===== src/rtl/tts_pkg.sv =====
`timescale 1ns / 1ps
// ----------------------------------------------------------------------------
// Tridiagonal solver package
// Shared types, constants and command/status structs.
// ----------------------------------------------------------------------------
package tts_pkg;

   localparam int DefaultMaxRows = 64;
   localparam int DefaultFracBits = 16;
   localparam int DataWidth = 32;
   localparam int IndexWidth = 6;

   typedef struct packed {
      logic signed [31:0] sub_diag;
      logic signed [31:0] main_diag;
      logic signed [31:0] super_diag;
      logic signed [31:0] rhs;
      logic               last_row;
   } req_type;

   typedef struct packed {
      logic signed [31:0] solution;
      logic [5:0]         row_index;
      logic               last_solution;
      logic               pivot_error;
   } rsp_type;

   typedef struct packed {
      logic load_row;     // capture the incoming row
      logic start_pivot;  // compute pivot and numerator products
      logic finish_pivot; // register pivot and numerator
      logic start_div_c;  // start divider on c / pivot
      logic start_div_d;  // start divider on num / pivot
      logic store_c;      // latch c' result
      logic store_d;      // latch d' result and write stores
      logic start_back;   // begin back substitution
      logic back_read;    // read store entry
      logic back_mul;     // multiply stage
      logic back_emit;    // produce solution into output register
      logic clear_sys;    // end of system
   } cmd_type;

   typedef struct packed {
      logic div_busy;
      logic row_last;     // current row is final
      logic back_done;    // current back index is zero
      logic out_full;
   } sts_type;

endpackage


===== src/rtl/tts_controller.sv =====
`timescale 1ns / 1ps
// ----------------------------------------------------------------------------
// Tridiagonal solver controller
// Sequences row intake, division, store writes and back substitution.
// ----------------------------------------------------------------------------
module tts_controller
   import tts_pkg::*;
(
   input  logic    clock,
   input  logic    reset,
   input  logic    req_valid,
   output logic    req_stall,
   output cmd_type cmd,
   input  sts_type sts
);

   typedef enum logic [11:0] {
      ST_IDLE   = 12'b0000_0000_0001,
      ST_MUL    = 12'b0000_0000_0010,
      ST_PIV    = 12'b0000_0000_0100,
      ST_DIVC   = 12'b0000_0000_1000,
      ST_WAITC  = 12'b0000_0001_0000,
      ST_DIVD   = 12'b0000_0010_0000,
      ST_WAITD  = 12'b0000_0100_0000,
      ST_BSTART = 12'b0000_1000_0000,
      ST_BREAD  = 12'b0001_0000_0000,
      ST_BMUL   = 12'b0010_0000_0000,
      ST_BEMIT  = 12'b0100_0000_0000,
      ST_DONE   = 12'b1000_0000_0000
   } state_type;

   state_type state_ff, state_in;

   assign req_stall = (state_ff != ST_IDLE);

   always_comb begin
      state_in = state_ff;
      cmd = '0;
      unique case (state_ff)
         ST_IDLE: begin
            if (req_valid) begin
               cmd.load_row = 1'b1;
               state_in = ST_MUL;
            end
         end
         ST_MUL: begin
            cmd.start_pivot = 1'b1;
            state_in = ST_PIV;
         end
         ST_PIV: begin
            cmd.finish_pivot = 1'b1;
            state_in = ST_DIVC;
         end
         ST_DIVC: begin
            cmd.start_div_c = 1'b1;
            state_in = ST_WAITC;
         end
         ST_WAITC: begin
            if (!sts.div_busy) begin
               cmd.store_c = 1'b1;
               state_in = ST_DIVD;
            end
         end
         ST_DIVD: begin
            cmd.start_div_d = 1'b1;
            state_in = ST_WAITD;
         end
         ST_WAITD: begin
            if (!sts.div_busy) begin
               cmd.store_d = 1'b1;
               state_in = sts.row_last ? ST_BSTART : ST_IDLE;
            end
         end
         ST_BSTART: begin
            cmd.start_back = 1'b1;
            state_in = ST_BEMIT;
         end
         ST_BREAD: begin
            cmd.back_read = 1'b1;
            state_in = ST_BMUL;
         end
         ST_BMUL: begin
            cmd.back_mul = 1'b1;
            state_in = ST_BEMIT;
         end
         ST_BEMIT: begin
            if (!sts.out_full) begin
               cmd.back_emit = 1'b1;
               if (sts.back_done) begin
                  state_in = ST_DONE;
               end else begin
                  state_in = ST_BREAD;
               end
            end
         end
         ST_DONE: begin
            cmd.clear_sys = 1'b1;
            state_in = ST_IDLE;
         end
         default: state_in = ST_IDLE;
      endcase
   end

   always_ff @(posedge clock) begin
      if (reset) begin
         state_ff <= ST_IDLE;
      end else begin
         state_ff <= state_in;
      end
   end

   a_onehot: assert property (@(posedge clock) disable iff (reset)
      $onehot(state_ff)) else $error("state not one-hot");
   a_accept_idle: assert property (@(posedge clock) disable iff (reset)
      cmd.load_row |-> state_ff == ST_IDLE) else $error("row load outside idle");
   a_emit_room: assert property (@(posedge clock) disable iff (reset)
      cmd.back_emit |-> !sts.out_full) else $error("emit into full output");
   a_done_clear: assert property (@(posedge clock) disable iff (reset)
      state_ff == ST_DONE |=> state_ff == ST_IDLE) else $error("done did not clear");

endmodule


===== config.mk =====
export PLATFORM = sky130hd
export DESIGN_NAME = tts_controller
export DESIGN_NICKNAME = d
export VERILOG_FILES = /design/src/rtl/tts_pkg.sv /design/src/rtl/tts_controller.sv
export SDC_FILE = /design/constraint.sdc
export NUM_CORES = 1
export LEC_CHECK = 0
export ABC_AREA = 1
export BUFFER_PORTS_ARGS = -buffer_cell sky130_fd_sc_hd__buf_4
export CORE_MARGIN = 10
export CORE_UTILIZATION = 49
export CTS_BUF_LIST = sky130_fd_sc_hd__clkbuf_8
export CTS_CLUSTER_SIZE = 20
export DETAILED_ROUTE_END_ITERATION = 8
export PLACE_DENSITY = 0.77
export SLEW_MARGIN = 20
export SYNTH_ARGS = -nofsm -noshare
export SYNTH_HDL_FRONTEND = slang
export SYNTH_SLANG_ARGS = --single-unit

===== constraint.sdc =====
create_clock -name clock -period 1.2 [get_ports clock]
set_input_delay 0.06 -clock clock [delete_from_list [all_inputs] [get_ports clock]]
set_output_delay 0.06 -clock clock [all_outputs]
set_load 0.02 [all_outputs]

==> reports/results.tsv, run 1 <==
metric	value	unit
placement.io_buffers	19	
stop_error	[ERROR DPL-0033] detailed placement checks failed during check placement.	
synth_seq_area_share	28.0	%
top_level_ports	20	
fp.dieH	61.8	um
syn-instance-count	138	
number_of_buffers_created_by_cts	3	
post_synth_num_cell_types	18	
cts_sinks	12	
cts-root-buf	clkbuf_8	
maximum_number_of_pins_on_one_net_before_global_route_repair	9	
antenna_found_initial	0	
worstEpCategory	top-level output	
failed_stage	global routing	
post_cts_hold_buffer_count	0	
postGrtWorstEndpoint	cmd[5]	
avgSynthCellArea	6.21	um^2
die_w	61.8	um
postSynthRegisterBits	12	
floorplan.rows	15	
synth_fp_nets	145	
start_util	50.7	%
ctsLongestPathBuffers	2	
yosysWarningCount	0	
htree_num_levels	1	
pre_cts_ws	-0.164	ns
syn-cell-area	857	um^2
run_status	aborted with a tool error	
gp_congestion	0.848	
hpwl	1.86	mm
## synthesized netlist by cell type (all sizes together)
cell / number / area (um^2)
nor2: 28 / 153
nand2: 43 / 210
dfxtp: 12 / 240
nand3: 10 / 55.1
inv: 32 / 123
nor3: 10 / 55.1
or2: 2 / 12.5
o21ai: 1 / 8.76
## kinds of logic after synthesis
kind of cell	after synthesis	synth area share (%)
buffers and inverters	32	14.3
AOI/OAI and AO/OA	1	1.02
DFF	12	28.0
and+or+nand+nor	93	56.6
## through the flow
step	cell area (um^2)	setup TNS (ns)	hold WS, ns	cells
after floorplan	867	-0.107	0.130	138
after global placement	1140	-0.967	0.281	188
after detailed placement	1140	-1.37	0.281	188
after CTS	1510	-4.69	0.0337	205
## what timing repair did
| item | CTS |
|---|---|
| pin swaps | 15 |
| setup endpoints to repair | 23 |
| gates cloned | 0 |
| setup buffers | 13 |
| resized for setup | 73 |
==> inputs of run 2 (changes only) <==
--- a/config.mk
+++ b/config.mk
@@ -7,12 +7,10 @@
 export LEC_CHECK = 0
 export ABC_AREA = 1
 export BUFFER_PORTS_ARGS = -buffer_cell sky130_fd_sc_hd__buf_4
-export CORE_MARGIN = 10
-export CORE_UTILIZATION = 49
-export CTS_BUF_LIST = sky130_fd_sc_hd__clkbuf_8
-export CTS_CLUSTER_SIZE = 20
+export CORE_AREA = 10 10 71 73
 export DETAILED_ROUTE_END_ITERATION = 8
-export PLACE_DENSITY = 0.77
+export DIE_AREA = 0 0 81 83
+export PLACE_DENSITY_LB_ADDON = 0.15
 export SLEW_MARGIN = 20
 export SYNTH_ARGS = -nofsm -noshare
 export SYNTH_HDL_FRONTEND = slang
==> constraint.sdc (replaced) <==
create_clock -name clock -period 1.56 [get_ports clock]
set_input_delay 0.078 -clock clock [delete_from_list [all_inputs] [get_ports clock]]
set_output_delay 0.078 -clock clock [all_outputs]
set_load 0.02 [all_outputs]
==> run 2 against run 1 <==
  * The run now ends clean
  * Synthesized cell count unchanged
  * Area after synthesis did not move
==> reports/results.tsv, run 2 <==
metric	value	unit
placement.io_buffers	19	
cts_sinks	12	
tns	0	ns
hpwl	1.87	mm
diodes	0	
cts.repair_timing.setup_buffer_count	0	
ctsLongestPathBuffers	2	
utilization	30.9	%
pre_cts_ws	0.177	ns
fp.coreArea	0.00363	mm^2
end_kind	primary output	
via_count	827	
static_leakage	0.625	nW
netSwitchingFraction	47.3	%
worst_slack	0.122	ns
vdd_ir_drop_max	0.453	mV
fmaxAchievable	695	MHz
largest_reg_flops	12	
yosysWarningCount	0	
timing.max_cap.violations	0	
syn-cell-area	857	um^2
setup.worst_path.class	reg2out	
seq_power_share	23.3	%
wire_per_inst	10.6	um
timing.critical_path.depth	6	
synth-async-reset-ratio	0	%
synth_seq_area_share	28.0	%
floorplan.rows	22	
internal-power	0.000920	W
power_switching	0.000826	W
avgSynthCellArea	6.21	um^2
nNetsFinal	169	
route.antenna.remaining_nets	0	
detail_route.first_pass.iterations	4	
top_register	state_ff	
clkTransAtPathRegs	0.06	ns
timing.max_slew.rel_slack	83.1	%
finalWorstPathRequiredPeriod	1.44	ns
crit_path_cell_trace	nor2_4, nand2_4, nor2_4, nand2_1, inv_1, buf_4	
grt_setup_unrepaired	false	
max_slew.worst_pin.slew	0.252	ns
synth_top_cells_by_area	dfxtp_1, nand2_1, inv_1	
ys_top_cells_by_count	nand2_1, inv_1, nor2_1	
first_iter_violations	31	
holdWs	0.0417	ns
worst_setup_path_start_kind	flop	
post_route_cells_drive_above_1_share	31.7	%
synth.largest_area_cell	dfxtp_1	
number_of_buffers_created_by_cts	3	
reg_top3	state_ff x12	
htree_num_levels	1	
drt-total-wl	2.22	mm
timing_hold_violations_final	0	
worstPathArrival	1.36	ns
final_min_period_over_clock_period	92.2	%
grt_pass1_wl	3.82	mm
timing.critical_path.required	1.48	ns
postSynthRegisterBits	12	
grt_overflow_total	0	
synth_top_flop_cell	dfxtp_1	
start_util	23.6	%
clock_insertion_delay_worst_skew	0.24	ns
holdPathStages	2	
drcViolationCount	0	
maximum_number_of_pins_on_one_net_before_global_route_repair	9	
synthMostInstantiatedCell	nand2_1	
syn-instance-count	138	
comb_power_share	56.6	%
worst_path_max_delay_cell	dfxtp_1	
cp.buffers_inverters	2	
vias_per_cell	3.96	
gp_congestion	0.764	
pwr-share-clk	20.0	%
setup_viol	0	
grt_pass1_vias	830	
area.growth.synth_to_final	30.9	%
powerDensity	1560	mW/mm^2
mostFrequentLayoutCells	nand2_1, inv_1, buf_4	
path_max_fanout	6	
clock_skew	0.00204	ns
yosys.area.top_type_share	28.0	%
crit_family	simple AND/OR/NAND/NOR gates	
global_route.usage.total	7.07	%
fp.dieH	83	um
top_level_ports	20	
synth-edff-count	0	
run_status	finished, final reports clean	
crit_path_max_incr_delay	0.35	ns
cts-root-buf	clkbuf_8	
timing.hold.worst.class	in2reg	
critical-path-top-cell-by-count	nor2_4	
layout.cells.most_common	nand2_1	
die_w	81	um
r2r.worst_path.cells	10	
antenna_found_initial	0	
tritoncts	built	
timing_max_transition_violations_final	0	
post_synth_num_cell_types	18	
die_area	0.00672	mm^2
number_of_fill_cells_in_the_layout	441	
synth_fp_nets	145	
## run 2: layer usage
metal,wire (um),vias up,track usage (%),share of wire [%]
met5,0,-,0,0
met4,51,0,4.23,2.3
met3,94,4,1.08,4.2
met2,966,22,10.7,43
met1,1110,349,8.99,50
li1,-,452,-,-
## run 2: worst register-to-register path: stages, from the launching register on
cell and delay [ns]:
dfxtp_1 0.35, nor2_4 0.14, nand2_4 0.09, nor2_4 0.20, o21ai_2 0.09, inv_2 0.07, nand2_4 0.06, nand2_8 0.10
inv_4 0.06, nand2_1 0.06, nand2_1 0.04
## run 2: metrics by stage
| step | total power, W | cells | instance area (um^2) |
|---|---|---|---|
| 5_1_grt | 0.00190 | 209 | 1120 |
| 2_1_floorplan | 0.00115 | 138 | 857 |
| 4_1_cts | 0.00174 | 209 | 1110 |
| 3_5_place_dp | 0.00139 | 205 | 1060 |
| 6_report | 0.00175 | 209 | 1120 |
| 3_3_place_gp | 0.00139 | 205 | 1060 |
## run 2: final timing paths
path / start / slack, ns / to
max: state_ff[9] / 0.12 / cmd[7]
min: sts[3] / 0.04 / state_ff[5]
max reg2reg: state_ff[9] / 0.19 / state_ff[0]
min reg2reg: state_ff[10] / 0.51 / state_ff[10]
## run 2: power groups by stage
stage	Combinational [W]	Sequential, W	Clock, W
after CTS	0.000982	0.000405	0.000354
final	0.000989	0.000408	0.000350
after floorplan	0.000751	0.000401	0
after detailed placement	0.000977	0.000409	0
after global routing	0.00112	0.000418	0.000367
after global placement	0.000982	0.000412	0
## run 2: cell type report
| class | instances | area [um^2] | share of cell area, % |
|---|---|---|---|
| Clock buffer | 4 | 55.1 | 4.91 |
| Sequential cell | 12 | 240 | 21.4 |
| Multi-Input combinational cell | 94 | 502 | 44.7 |
| Inverter | 32 | 123 | 10.9 |
| Timing Repair Buffer | 19 | 143 | 12.7 |
| Tap cell | 48 | 60.1 | 5.35 |
## run 2: logic make-up after synthesis
logic type | count (synthesis) | synth area share (%)
AOI/OAI and AO/OA | 1 | 1.02
buffers and inverters | 32 | 14.3
DFF | 12 | 28.0
and+or+nand+nor | 93 | 56.6
## run 2: what timing repair did
| item | 4_1_cts | 5_1_grt |
|---|---|---|
| endpoints found under the hold margin | 0 | 0 |
| gates resized for setup | 0 | 2 |
| setup endpoints to repair | 0 | 4 |
| hold buffers | 0 | 0 |
No activity file was read; power rests on OpenSTA's default activity.
